File: config.mk
export PLATFORM = sky130hd
export DESIGN_NAME = mep_ctrl
export DESIGN_NICKNAME = d
export VERILOG_FILES = /design/src/mep_pkg.sv /design/src/mep_ctrl.sv
export VERILOG_INCLUDE_DIRS = /design/src /design/src/src
export SDC_FILE = /design/constraint.sdc
export NUM_CORES = 1
export LEC_CHECK = 0
export ABC_AREA = 1
export BUFFER_PORTS_ARGS = -buffer_cell sky130_fd_sc_hd__buf_2
export CORE_AREA = 2 2 39 41
export DETAILED_ROUTE_END_ITERATION = 7
export DIE_AREA = 0 0 41 43
export GPL_ROUTABILITY_DRIVEN = 0
export PLACE_DENSITY = 0.49
export SYNTH_ARGS = -nofsm -noshare
export SYNTH_HDL_FRONTEND = slang
export SYNTH_SLANG_ARGS = --single-unit
File: constraint.sdc
create_clock -name clk -period 2.9 [get_ports clk]
set_input_delay 0.435 -clock clk [delete_from_list [all_inputs] [get_ports clk]]
set_output_delay 0.435 -clock clk [all_outputs]
set_load 0.02 [all_outputs]
File: src/mandelbrot_escape_time_pixel_defines.svh
// Assertion macros shared by the escape-time pixel engine.
// Each macro expects clk and arst_n in scope.
`ifndef MANDELBROT_ESCAPE_TIME_PIXEL_DEFINES_SVH
`define MANDELBROT_ESCAPE_TIME_PIXEL_DEFINES_SVH

// Same-cycle implication
`define MEP_ASSERT_NOW(lbl, ante, cons, msg) \
	lbl: assert property (@(posedge clk) disable iff (!arst_n) (ante) |-> (cons)) \
		else $error(msg);

// Next-cycle implication
`define MEP_ASSERT_NEXT(lbl, ante, cons, msg) \
	lbl: assert property (@(posedge clk) disable iff (!arst_n) (ante) |=> (cons)) \
		else $error(msg);

`endif

File: src/mep_pkg.sv
package mep_pkg;

	// Configuration register indexes
	localparam int unsigned CFG_IDX_W = 3;
	localparam logic [CFG_IDX_W-1:0] REG_RE_ORIGIN  = 3'd0;
	localparam logic [CFG_IDX_W-1:0] REG_IM_ORIGIN  = 3'd1;
	localparam logic [CFG_IDX_W-1:0] REG_RE_STEP    = 3'd2;
	localparam logic [CFG_IDX_W-1:0] REG_IM_STEP    = 3'd3;
	localparam logic [CFG_IDX_W-1:0] REG_ITER_LIMIT = 3'd4;

	localparam int unsigned CFG_DATA_W = 32;
	localparam int unsigned COORD_W    = 10;
	localparam int unsigned COUNT_W    = 16;

	// Reset values of the configuration registers
	localparam logic signed [31:0] RE_ORIGIN_RST  = -32'sd536870912;
	localparam logic signed [31:0] IM_ORIGIN_RST  = -32'sd536870912;
	localparam logic [27:0]        RE_STEP_RST    = 28'd1342177;
	localparam logic [27:0]        IM_STEP_RST    = 28'd1342177;
	localparam logic [15:0]        ITER_LIMIT_RST = 16'd500;

	typedef struct packed {
		logic signed [31:0] re_origin;
		logic signed [31:0] im_origin;
		logic [27:0]        re_step;
		logic [27:0]        im_step;
		logic [15:0]        iter_limit;
	} mep_cfg_t;

	// Controller to datapath
	typedef struct packed {
		logic load_in;
		logic init;
		logic mul;
		logic update;
		logic load_out;
	} mep_cmd_t;

	// Datapath to controller
	typedef struct packed {
		logic escaped;
		logic at_limit;
	} mep_stat_t;

endpackage

File: src/mep_ctrl.sv
`include "mandelbrot_escape_time_pixel_defines.svh"

module mep_ctrl (
	input  logic               clk,
	input  logic               arst_n,
	input  logic               in_valid,
	output logic               in_stall,
	output logic               out_valid,
	input  logic               out_stall,
	input  mep_pkg::mep_stat_t st,
	output mep_pkg::mep_cmd_t  cmd
);
	import mep_pkg::*;

	typedef enum logic [4:0] {
		ST_IDLE  = 5'b00001,
		ST_COORD = 5'b00010,
		ST_UPD   = 5'b00100,
		ST_MUL   = 5'b01000,
		ST_DONE  = 5'b10000
	} state_t;

	state_t state_q, state_d;
	logic   out_valid_q;
	logic   finish;
	logic   out_free;

	assign finish   = st.escaped || st.at_limit;
	assign out_free = !out_valid_q || !out_stall;

	// Sequence one pixel: coordinate, then alternate update and multiply until escape or limit, then retire
	always_comb begin
		state_d = state_q;
		case (state_q)
			ST_IDLE:  if (in_valid) state_d = ST_COORD;
			ST_COORD: state_d = ST_UPD;
			ST_UPD:   state_d = finish ? ST_DONE : ST_MUL;
			ST_MUL:   state_d = ST_UPD;
			ST_DONE:  if (out_free) state_d = ST_IDLE;
			default:  state_d = ST_IDLE;
		endcase
	end

	always_ff @(posedge clk or negedge arst_n) begin
		if (!arst_n) begin
			state_q <= ST_IDLE;
		end else begin
			state_q <= state_d;
		end
	end

	// Datapath commands
	always_comb begin
		cmd.load_in  = (state_q == ST_IDLE) && in_valid;
		cmd.init     = (state_q == ST_COORD);
		cmd.mul      = (state_q == ST_MUL);
		cmd.update   = (state_q == ST_UPD) && !finish;
		cmd.load_out = (state_q == ST_DONE) && out_free;
	end

	// Hold the result until it is taken
	always_ff @(posedge clk or negedge arst_n) begin
		if (!arst_n) begin
			out_valid_q <= 1'b0;
		end else if (cmd.load_out) begin
			out_valid_q <= 1'b1;
		end else if (!out_stall) begin
			out_valid_q <= 1'b0;
		end
	end

	assign in_stall  = (state_q != ST_IDLE);
	assign out_valid = out_valid_q;

	`MEP_ASSERT_NEXT(a_accept_to_coord, in_valid && !in_stall, state_q == ST_COORD, "accepted item did not start")
	`MEP_ASSERT_NEXT(a_finish_to_done, state_q == ST_UPD && finish, state_q == ST_DONE, "finished pixel not retired")
	`MEP_ASSERT_NEXT(a_continue_to_mul, state_q == ST_UPD && !finish, state_q == ST_MUL, "unfinished pixel stopped")
	`MEP_ASSERT_NOW(a_result_from_done, $rose(out_valid), $past(state_q == ST_DONE), "result appeared without a finished pixel")

endmodule

==> impl_metrics.yaml <==
outcome:
  status: "finished clean"
sta:
  skew_ns: 0.00788
  tns_ns: 0
  fin_crit_sh: 0.623
  min_period_ns: 1.81
  finalHoldViolCount: 0
  setup_ws_ns: 1.09
  finalSetupViolCount: 0
  worstMarginPinSlew_ns: 0.166
  relSlewSlack: 0.889
  hold_slack_ns: 0.362
  final_max_slew_viol_count: 0
  rsz0062_at_grt: "no"
  fmax_mhz: 553
placement:
  dpl_cell_area_sq_um: 423
  pre_cts_slack_ns: 1.35
  io_buffers: 12
  dp_hpwl_um: 527
clock_tree:
  clockBufferDepth: 2
  htree_levels: 1
  post_cts_buffers: 0
  ctsHoldBuffers: 1
  clk_latency_ns: 0.25
  cts_root_buf: "clkbuf_4"
  ctsResizeCount: 0
  cts_tree: "done"
  cts_buffers: 3
  cts.sinks: 6
  cts.reportedPaths.clkPinSlew_ns: 0.05
power_and_ir_drop:
  p_seq_frac: 0.323
  p_int_mw: 0.242
  p_sw_frac: 0.441
  cellPowerDensity_nw_per_um2: 944
  comb_power_share: 0.475
  leakagePower_nw: 0.249
  p_sw_mw: 0.191
  p_clk_frac: 0.202
  ir_worst_vdd_uv: 458
final_layout:
  n_antenna_cell: 0
  multi_input_area_sq_um: 165
  synthToLayoutAreaGrowth_pct: 31.1
  finalNetCount: 65
  regArea_sq_um: 151
  fillCellCount: 158
  fin_util: 0.332
  design_area_sq_um: 459
  drive_gt1_frac: 0.397
global_route:
  antenna_found_initial: 0
  grt_usage: 0.117
  grt_pass1_wl_mm: 1.28
  grt_max_degree: 7
  first_global_vias: 301
  grt.overflow.total: 0
setup_path:
  startpoint_type: "register"
  critPathArrivalTime_ns: 1.37
  cp.required_ns: 2.47
  crit_type: "reg2out"
  critPathCaptureType: "primary output"
  path_max_fanout: 4
die:
  die_y_um: 43
  num_rows: 14
  start_util: 0.253
  die-area_sq_um: 1760
  io-pin-count: 13
  fp.dieW_um: 41
  core_area_sq_um: 1380
synthesis:
  synth_seq_cells: 6
  synth_common_cells: "7 x inv_1, 6 x nand2_1, 6 x nor2_1"
  netlist_instances: 42
  ys_warn_count: 0
  synth_edf_count: 0
  synth_area_leaders: "dfrtp_1 36%, nor2_4 9.6%, dfstp_2 7.5%, inv_1 7.5%, nand2_1 6.4%"
  synth-seq-area-share: 0.432
  synth.distinct_cells: 14
  avgSynthCellArea_sq_um: 8.34
  synth_top_area_share: 0.357
  synthArstFlopShare: 1.00
  synth_flop_cell: "dfrtp_1"
  netlist_area_sq_um: 350
  synth.most_common_cell: "inv_1"
  yosysTopAreaCell: "dfrtp_1"
  syn_nets: 48
route:
  via_per_inst: 4.31
  route.detailed.drc: 0
  initialDrtViolationCount: 4
  num_vias: 319
  dr.pass1.iters: 4
  drtAntennaViolNets: 0
  wl_um: 692
  post_drt_wl_per_cell_um: 9.35
hold_path:
  hp-class: "in2reg"
flow_run:
  maxCapViolCount: 0
[worst paths after layout]
path	start	end	slack, ns	cells past startpoint
max in group asynchronous	arst_n	state_q[0]	2.13	2
worst min-delay path	st[0]	state_q[3]	0.36	2
worst min register to register	state_q[0]	state_q[1]	0.60	2
worst max register to register	state_q[0]	state_q[0]	1.80	6
worst max-delay path	state_q[0]	cmd[4]	1.09	5
min in group asynchronous	arst_n	state_q[3]	0.54	2
[critical path, cell delays in order, from the launching register on]
cell and delay (ns):
dfstp_2 0.57, nor2_2 0.06, nand3_2 0.11, nor2_4 0.05, nor3_1 0.15, buf_2 0.18
[final cells by class]
type / count / area share
clock buffers: 4 / 0.0572
repair buffers: 13 / 0.153
inverters: 7 / 0.0572
flip-flops and latches: 6 / 0.330
well taps: 16 / 0.0436
multi-input cells: 28 / 0.360
[sequential cells by signal, indices dropped and copies added (netlist names)]
register   cells
out_valid      1
state_q        5
[cells in the final DEF (no fill, tap or decap)]
cell type,n
dlygate4sd3_1,1
nor2_2,2
dfstp_2,1
nand3_1,3
buf_2,12
inv_1,7
o22ai_1,1
nand3_2,1
nand2_1,6
nor3_1,4
dfrtp_1,5
nor2_1,6
a21oi_1,1
nor2_4,3
clkbuf_1,1
clkbuf_4,3
nand3_4,1
[logic make-up after synthesis]
kind of cell           synth area share
and+or+nand+nor                   0.439
DFF                               0.432
buffers and inverters            0.0965
AOI/OAI and AO/OA                0.0321
[power groups by stage]
stage                     Combinational (mW)  Clock [mW]  Sequential, mW
after CTS                              0.209      0.0921           0.140
after global placement                 0.208           0           0.141
after detailed placement               0.207           0           0.141
after floorplan                        0.158           0           0.139
final                                  0.206      0.0877           0.140
after global routing                   0.228      0.0948           0.144
[routing by layer]
layer,global-route usage,up-vias,part of all wire
met4,0.140,0,0.027
met2,0.141,9,0.49
li1,-,165,-
met1,0.145,143,0.43
met5,0,-,0
met3,0.0314,2,0.052
[stage by stage]
stage / cells / total power, mW
final: 74 / 0.434
after global routing: 74 / 0.467
after CTS: 74 / 0.441
after detailed placement: 69 / 0.348
after global placement: 69 / 0.349
after floorplan: 42 / 0.298
(Power assumes the default switching activity.)
