`config.mk`:
```
export PLATFORM = sky130hd
export DESIGN_NAME = mep_cfg
export DESIGN_NICKNAME = d
export VERILOG_FILES = /design/src/mandelbrot_escape_time_pixel_defines.svh /design/src/mep_pkg.sv /design/src/mep_cfg.sv
export SDC_FILE = /design/constraint.sdc
export NUM_CORES = 1
export LEC_CHECK = 0
export BUFFER_PORTS_ARGS = -buffer_cell sky130_fd_sc_hd__buf_2
export CORE_MARGIN = 2
export CORE_UTILIZATION = 45
export DETAILED_ROUTE_END_ITERATION = 10
export PLACE_DENSITY_LB_ADDON = 0.05
export SYNTH_ARGS = -nofsm -noshare
export SYNTH_HDL_FRONTEND = slang
export SYNTH_SLANG_ARGS = --single-unit
```
`constraint.sdc`:
```
create_clock -name clk -period 0.9 [get_ports clk]
set_clock_uncertainty 0.15 [all_clocks]
set_input_delay 0 -clock clk [delete_from_list [all_inputs] [get_ports clk]]
set_output_delay 0 -clock clk [all_outputs]
set_load 0.02 [all_outputs]
```
`src/mandelbrot_escape_time_pixel_defines.svh`:
```
// Assertion macros shared by the escape-time pixel engine.
// Each macro expects clk and arst_n in scope.
`ifndef MANDELBROT_ESCAPE_TIME_PIXEL_DEFINES_SVH
`define MANDELBROT_ESCAPE_TIME_PIXEL_DEFINES_SVH

// Same-cycle implication
`define MEP_ASSERT_NOW(lbl, ante, cons, msg) \
	lbl: assert property (@(posedge clk) disable iff (!arst_n) (ante) |-> (cons)) \
		else $error(msg);

// Next-cycle implication
`define MEP_ASSERT_NEXT(lbl, ante, cons, msg) \
	lbl: assert property (@(posedge clk) disable iff (!arst_n) (ante) |=> (cons)) \
		else $error(msg);

`endif

```
`src/mep_pkg.sv`:
```
package mep_pkg;

	// Configuration register indexes
	localparam int unsigned CFG_IDX_W = 3;
	localparam logic [CFG_IDX_W-1:0] REG_RE_ORIGIN  = 3'd0;
	localparam logic [CFG_IDX_W-1:0] REG_IM_ORIGIN  = 3'd1;
	localparam logic [CFG_IDX_W-1:0] REG_RE_STEP    = 3'd2;
	localparam logic [CFG_IDX_W-1:0] REG_IM_STEP    = 3'd3;
	localparam logic [CFG_IDX_W-1:0] REG_ITER_LIMIT = 3'd4;

	localparam int unsigned CFG_DATA_W = 32;
	localparam int unsigned COORD_W    = 10;
	localparam int unsigned COUNT_W    = 16;

	// Reset values of the configuration registers
	localparam logic signed [31:0] RE_ORIGIN_RST  = -32'sd536870912;
	localparam logic signed [31:0] IM_ORIGIN_RST  = -32'sd536870912;
	localparam logic [27:0]        RE_STEP_RST    = 28'd1342177;
	localparam logic [27:0]        IM_STEP_RST    = 28'd1342177;
	localparam logic [15:0]        ITER_LIMIT_RST = 16'd500;

	typedef struct packed {
		logic signed [31:0] re_origin;
		logic signed [31:0] im_origin;
		logic [27:0]        re_step;
		logic [27:0]        im_step;
		logic [15:0]        iter_limit;
	} mep_cfg_t;

	// Controller to datapath
	typedef struct packed {
		logic load_in;
		logic init;
		logic mul;
		logic update;
		logic load_out;
	} mep_cmd_t;

	// Datapath to controller
	typedef struct packed {
		logic escaped;
		logic at_limit;
	} mep_stat_t;

endpackage

```
`src/mep_cfg.sv`:
```
module mep_cfg (
	input  logic                                clk,
	input  logic                                arst_n,
	input  logic                                cfg_we,
	input  logic [mep_pkg::CFG_IDX_W-1:0]       cfg_index,
	input  logic [mep_pkg::CFG_DATA_W-1:0]      cfg_data,
	output mep_pkg::mep_cfg_t                   cfg
);
	import mep_pkg::*;

	mep_cfg_t cfg_q;

	// Write the addressed register; drop writes to unknown indexes
	always_ff @(posedge clk or negedge arst_n) begin
		if (!arst_n) begin
			cfg_q.re_origin  <= RE_ORIGIN_RST;
			cfg_q.im_origin  <= IM_ORIGIN_RST;
			cfg_q.re_step    <= RE_STEP_RST;
			cfg_q.im_step    <= IM_STEP_RST;
			cfg_q.iter_limit <= ITER_LIMIT_RST;
		end else if (cfg_we) begin
			case (cfg_index)
				REG_RE_ORIGIN:  cfg_q.re_origin  <= $signed(cfg_data);
				REG_IM_ORIGIN:  cfg_q.im_origin  <= $signed(cfg_data);
				REG_RE_STEP:    cfg_q.re_step    <= cfg_data[27:0];
				REG_IM_STEP:    cfg_q.im_step    <= cfg_data[27:0];
				REG_ITER_LIMIT: cfg_q.iter_limit <= cfg_data[15:0];
				default: ;
			endcase
		end
	end

	assign cfg = cfg_q;

endmodule

```
==> metrics.md, run 1 <==
| Metric | Value |
|---|---|
| Final setup vio count | 256 |
| Crit path DAT | 1.10 ns |
| Post-route DRC | 0 |
| Fin Hold WS | -0.1099 ns |
| Sum Neg Setup Slack | -42.86 ns |
| Avg Cell Area, Syn | 18.17 um^2 |
| Final min period | 1.246 ns |
| Routability congestion estimate | 0.7495 |
| Multi-input gate area | 2054 um^2 |
| Clock-pin slew on the worst setup and hold paths | 0.06 ns |
| Synth warn | 0 |
| Slowest-stage cell, CP | dfstp_2 |
| Routed WL per cell | 21.16 um |
| Die ar. | 12670 um^2 |
| Delay-heaviest family, CP | flip-flops |
| Synthesized flop and latch total | 136 |
| Layout cells sized above 1 | 78.41% |
| # diodes | 0 |
| Initial antenna violation count | 0 |
| CP Launch Type | flip-flop |
| Core box area | 11470 um^2 |
| Placed insts | 628 |
| Slew headroom | 79.86% |
| First-iteration detailed-routing DRC count | 128 |
| Sequential-to-total area share from yosys stat | 64.95% |
| Unrepaired setup endpoints after global routing | true |
| Layout Cells excl Fill | 759 |
| Syn Inst Count | 292 |
| Power per cell area | 2577 nW/um^2 |
| Net count, final | 642 |
| Worst R2R Path Depth | 2 |
| Post-DRT Antenna Nets | 0 |
| Port buffer count | 173 |
| CTS H-tree lvls | 4 |
| R2R Path End | cfg[10] |
| Syn_nets | 330 |
| Post-CTS Hold Fix Bufs | 33 |
| Count of max-cap constraint violations | 0 |
| Synth unique cells | 11 |
| Maximum vdd drop | 2.202 mV |
| Worst Setup Slack, final | -0.3461 ns |
| Worst slack, placed | -0.5297 ns |
| Measured slew at the worst slew-check pin | 0.3017 ns |
| CP peak stage delay | 0.56 ns |
| FMAX | 802.5 MHz |
| GR Util All Layers | 24.74% |
| Endpoints failing hold | 16 |
| TritonCTS clock tree | built |
| Syn-to-layout area delta | 79.83% |
| Row count | 39 |
| Failing checks | hold timing, setup timing |
| WP buf/inv | 1 |
| Hold crit path type | in2async |
| Kind of critical path | reg2out |
| Global-route wire length before repair | 23730 um |
| Crit end category | output pin |
| DR pass1 iterations | 6 |
| Root buffer cell | clkbuf_16 |
| Clk_lat worst skew | 0.41 ns |
| Clk buf depth | 2 |
| RR Startpoint | cfg[10] |
| Via count | 3757 |
| Area contributors post-synth | dfrtp_1 (48%), dfstp_2 (17%), mux2_2 (15%) |
| Detailed placer's ending HPWL | 8313 um |
| Util after Layout | 83.20% |
| Slew Viols, Final | 0 |
| P_leak | 4.569 nW |
| Top cell type's share of synthesized area | 48.11% |
| # IOs | 174 |
| Via density | 4.950 |
| Die width | 112.6 um |
| Vias in the first global route | 4160 |
| CP Cell Sequence | buf_6 |
| Initial Util | 46.26% |
| Grt total ovfl | 0 |
| Filler Cell Count | 562 |
| Mapped Area | 5305 um^2 |
| Pin count of the biggest net entering global routing | 52 |
| Max reg flops | 136 |
| Clock tree sinks | 136 |
| Outcome | complete, but fails checks |
| FF+latch area | 3456 um^2 |
| Area leader, netlist | dfrtp_1 |
| Routed wire length | 16060 um |
| Die Ht | 112.6 um |
| Fin crit share | 138.5% |
| CTS buffer count | 17 |
| Reg-to-reg setup timing slack | -0.21 ns |
| CP required | 0.75 ns |
| Worst-path maximum fanout | 2 |
cell usage after synthesis (all sizes together):
cell	count
and4bb	1
dfstp	34
buf	15
nand4b	1
mux2	136
dfrtp	102
nor4bb	2
nor4b	1
worst max path at each step:
| stage | depth (start not counted) | end | startpoint |
|---|---|---|---|
| after floorplan | 3 | cfg[104] | cfg_index[0] |
| after global placement | 4 | cfg[110] | cfg_index[0] |
| after detailed placement | 4 | cfg[118] | cfg_index[0] |
| after CTS | 1 | cfg[103] | cfg[103] |
| after global routing | 1 | cfg[44] | cfg[44] |
| final | 1 | cfg[7] | cfg[7] |
cell usage in the layout (no fill, tap or decap):
cell,instances
nor4bb_4,2
nand4b_1,1
mux2_4,114
and4bb_2,1
mux2_2,22
dlygate4sd3_1,33
buf_12,14
buf_2,33
buf_6,205
clkbuf_16,18
dfrtp_1,94
buf_16,1
nor4b_4,1
dfrtp_2,8
buf_4,19
dfstp_2,34
clkbuf_8,6
clkinv_2,3
buf_8,2
clkbuf_1,5
power by group:
part / switching (mW) / leakage [nW] / internal (mW) / total, mW
combinational: 3.54 / 2.73 / 5.71 / 9.25
clock: 2.44 / 0.270 / 3.94 / 6.38
sequential: 1.20 / 1.57 / 7.75 / 8.96
cell type report:
class / instances / share of cell area (%)
Sequential cell: 136 / 36.22
Timing Repair Buffer: 308 / 34.69
Multi-Input combinational cell: 141 / 21.53
Clock buffer: 28 / 5.521
Tap cell: 143 / 1.875
Clock inverter: 3 / 0.1574
metrics by stage:
step | total power, mW | cell area (um^2)
6_report | 24.59 | 9540
5_1_grt | 25.56 | 9540
4_1_cts | 23.93 | 9306
3_5_place_dp | 14.42 | 6875
3_3_place_gp | 14.29 | 6875
2_1_floorplan | 12.04 | 5578
metal layers:
metal | share of wire, % | global-route usage, %
met5 | 0 | 0
met4 | 1.8 | 9.106
met3 | 6.2 | 7.667
met2 | 51 | 40.72
met1 | 41 | 30.92
cell families (layout without fill, tap and decap cells):
group	after synthesis	after routing	share of synthesized area, %
and+or+nand+nor	5	5	1.226
buffers and inverters	15	339	2.830
DFF	136	136	64.95
muxes	136	136	30.99
timing repair:
action,4_1_cts,5_1_grt
cloned,3,1
hold endpoints to repair,272,21
gates resized for setup,328,49
endpoints found under the setup margin,233,262
pin swaps,2,3
buffers inserted,54,18
No activity file was read; power rests on OpenSTA's default activity.
==> inputs of run 2 (changes only) <==
--- a/config.mk
+++ b/config.mk
@@ -6,7 +6,7 @@
 export NUM_CORES = 1
 export LEC_CHECK = 0
 export BUFFER_PORTS_ARGS = -buffer_cell sky130_fd_sc_hd__buf_2
-export CORE_MARGIN = 2
+export CORE_MARGIN = 3
 export CORE_UTILIZATION = 45
 export DETAILED_ROUTE_END_ITERATION = 10
 export PLACE_DENSITY_LB_ADDON = 0.05
==> run 2 against run 1 <==
- the flow still finishes with violations (hold timing, setup timing)
- core utilization increased by 5.4 points
- via count rose by 3.7%
- critical path depth did not move
- sequential share of layout area is 2.2 points lower
- combinational power is 6.2% higher
- total power is 5.6% higher
- count of clock-buffer cells in the layout shrank 4
- setup slack improved by 0.0053 ns
- first-iteration DRC count rose by 35%
- routed wire length grew 9.7%
- largest power group unchanged
==> metrics.md, run 2 (synthesis results as in run 1) <==
| Metric | Value |
|---|---|
| CP Cell Sequence | buf_6 |
| Die Ht | 114.6 um (+1.8%) |
| # IOs | 174 (unchanged) |
| Row count | 39 (unchanged) |
| Count of max-cap constraint violations | 0 (unchanged) |
| Reg-to-reg setup timing slack | -0.21 ns (about the same) |
| Slew Viols, Final | 0 (unchanged) |
| Pwr Total | 25.98 mW (+5.6%) |
| Final min period | 1.241 ns (-0.005338 ns) |
| Die ar. | 13130 um^2 (+3.6%) |
| Vias in the first global route | 4297 (+3.3%) |
| R2R Path End | cfg[7] |
| Via count | 3897 (+3.7%) |
| RR Startpoint | cfg[7] |
| Clk buf depth | 2 (unchanged) |
| WP buf/inv | 1 (unchanged) |
| Port buffer count | 173 (unchanged) |
| CP required | 0.75 ns (about the same) |
| Post-CTS Hold Fix Bufs | 33 (unchanged) |
| Hold crit path type | in2async |
| Crit path DAT | 1.09 ns (about the same) |
| Clock tree sinks | 136 (unchanged) |
| Routed wire length | 17630 um (+9.7%) |
| Crit path from | cfg[6] |
| CP peak stage delay | 0.55 ns (about the same) |
| Worst R2R Path Depth | 3 (+1) |
| Filler Cell Count | 430 (-23%) |
| Post-route DRC | 0 (unchanged) |
| Initial Util | 46.26% (unchanged) |
| FMAX | 806.0 MHz (+0.43%) |
| Kind of critical path | reg2out |
| Core box area | 11470 um^2 (unchanged) |
| Clk_lat worst skew | 0.41 ns (about the same) |
| Endpoints failing hold | 6 (-10) |
| Maximum vdd drop | 2.028 mV (-7.9%) |
| Global-route wire length before repair | 25700 um (+8.3%) |
| TritonCTS clock tree | built |
| CTS buffer count | 17 (unchanged) |
| Measured slew at the worst slew-check pin | 0.3306 ns (+0.02887 ns) |
| Slew headroom | 77.93% (-1.9 points) |
| Net count, final | 682 (+6.2%) |
| Final setup vio count | 264 (+3.1%) |
| Via density | 4.871 (-1.6%) |
| Detailed placer's ending HPWL | 8800 um (+5.9%) |
| GR Util All Layers | 26.59% (+1.8 points) |
| Grt total ovfl | 0 (unchanged) |
| Crit end category | output pin |
| # diodes | 0 (unchanged) |
| Initial antenna violation count | 0 (unchanged) |
| CTS H-tree lvls | 4 (unchanged) |
| Delay-heaviest family, CP | flip-flops |
| CP Launch Type | flip-flop |
| Clock-pin slew on the worst setup and hold paths | 0.06 ns (about the same) |
| Routed WL per cell | 22.03 um (+4.1%) |
| Post-DRT Antenna Nets | 0 (unchanged) |
| Power per cell area | 2557 nW/um^2 (-0.77%) |
| Syn-to-layout area delta | 91.46% |
| Commonest non-fill, non-tap cell in the layout | buf_6 |
| Worst-path maximum fanout | 2 (unchanged) |
| P_leak | 4.911 nW (+7.5%) |
| Slowest-stage cell, CP | dfstp_2 |
| Failing checks | hold timing, setup timing |
| Routability congestion estimate | 0.7425 (-0.93%) |
| Outcome | complete, but fails checks |
| Fin crit share | 137.9% (-0.59 points) |
| DR pass1 iterations | 4 (-2) |
| Commonest cells after routing, fill and taps aside | buf_6 (220), mux2_4 (129), dfrtp_1 (94) |
| First-iteration detailed-routing DRC count | 173 (+35%) |
| Root buffer cell | clkbuf_16 |
| Sum Neg Setup Slack | -48.93 ns (-6.073 ns) |
| Die width | 114.6 um (+1.8%) |
| Worst Setup Slack, final | -0.3407 ns (+0.005338 ns) |
| Fin Hold WS | -0.1533 ns (-0.04347 ns) |
| Unrepaired setup endpoints after global routing | true |
| Layout cells sized above 1 | 80.06% (+1.7 points) |
| Max reg flops | 136 (unchanged) |
| Pin count of the biggest net entering global routing | 46 (-12%) |
[run 2: report_power, final]
group | switching, mW | internal, mW | total, mW | leakage, nW
Combinational | 3.70 | 6.12 | 9.82 | 3.04
Clock | 2.56 | 4.63 | 7.19 | 0.300
Sequential | 1.21 | 7.75 | 8.96 | 1.57
Total | 7.46 | 18.5 | 26.0 | 4.91
[run 2: layout make-up]
class                   count  area, um^2  area share, %
repair buffers            348        3799          37.40
multi-input cells         141        2115          20.82
flip-flops and latches    136        3456          34.02
well taps                 143       178.9          1.762
clock buffers              24       491.7          4.841
clock inverters             8       117.6          1.158
[run 2: worst max path at each step]
stage                     endpoint  slack (ns)  cells after the start
after global routing        cfg[6]       -0.38                      1
final                       cfg[6]       -0.34                      1
after detailed placement  cfg[106]       -0.55                      4
after floorplan           cfg[104]       -0.30                      3
after global placement     cfg[14]       -0.53                      5
after CTS                 cfg[133]       -0.35                      1
[run 2: per-stage QoR]
step           area (um^2)  instances  hold WS, ns  util, %  setup slack, ns
6_report             10160        800      -0.1533    88.58          -0.3407
5_1_grt              10160        800      -0.1666    88.58          -0.3757
4_1_cts               9687        768      -0.1694    84.47          -0.3462
3_5_place_dp          6935        641      -0.2774    60.48          -0.5487
3_3_place_gp          6935        641      -0.2803    60.48          -0.5264
2_1_floorplan         5578        292      -0.4456        -          -0.3024
[run 2: layer usage]
layer	up-vias	routed length [um]	track usage (%)
met5	-	0	0
met4	0	384	9.184
met3	29	1076	7.875
met2	134	8980	43.31
met1	1996	7185	33.95
li1	1738	-	-
[run 2: what timing repair did]
action / in CTS / in global routing
pin swaps: 3 / 2
setup endpoints to repair: 247 / 268
hold endpoints to repair: 272 / 6
gates resized for setup: 374 / 57
gates cloned: 6 / 4
setup buffers: 56 / 40
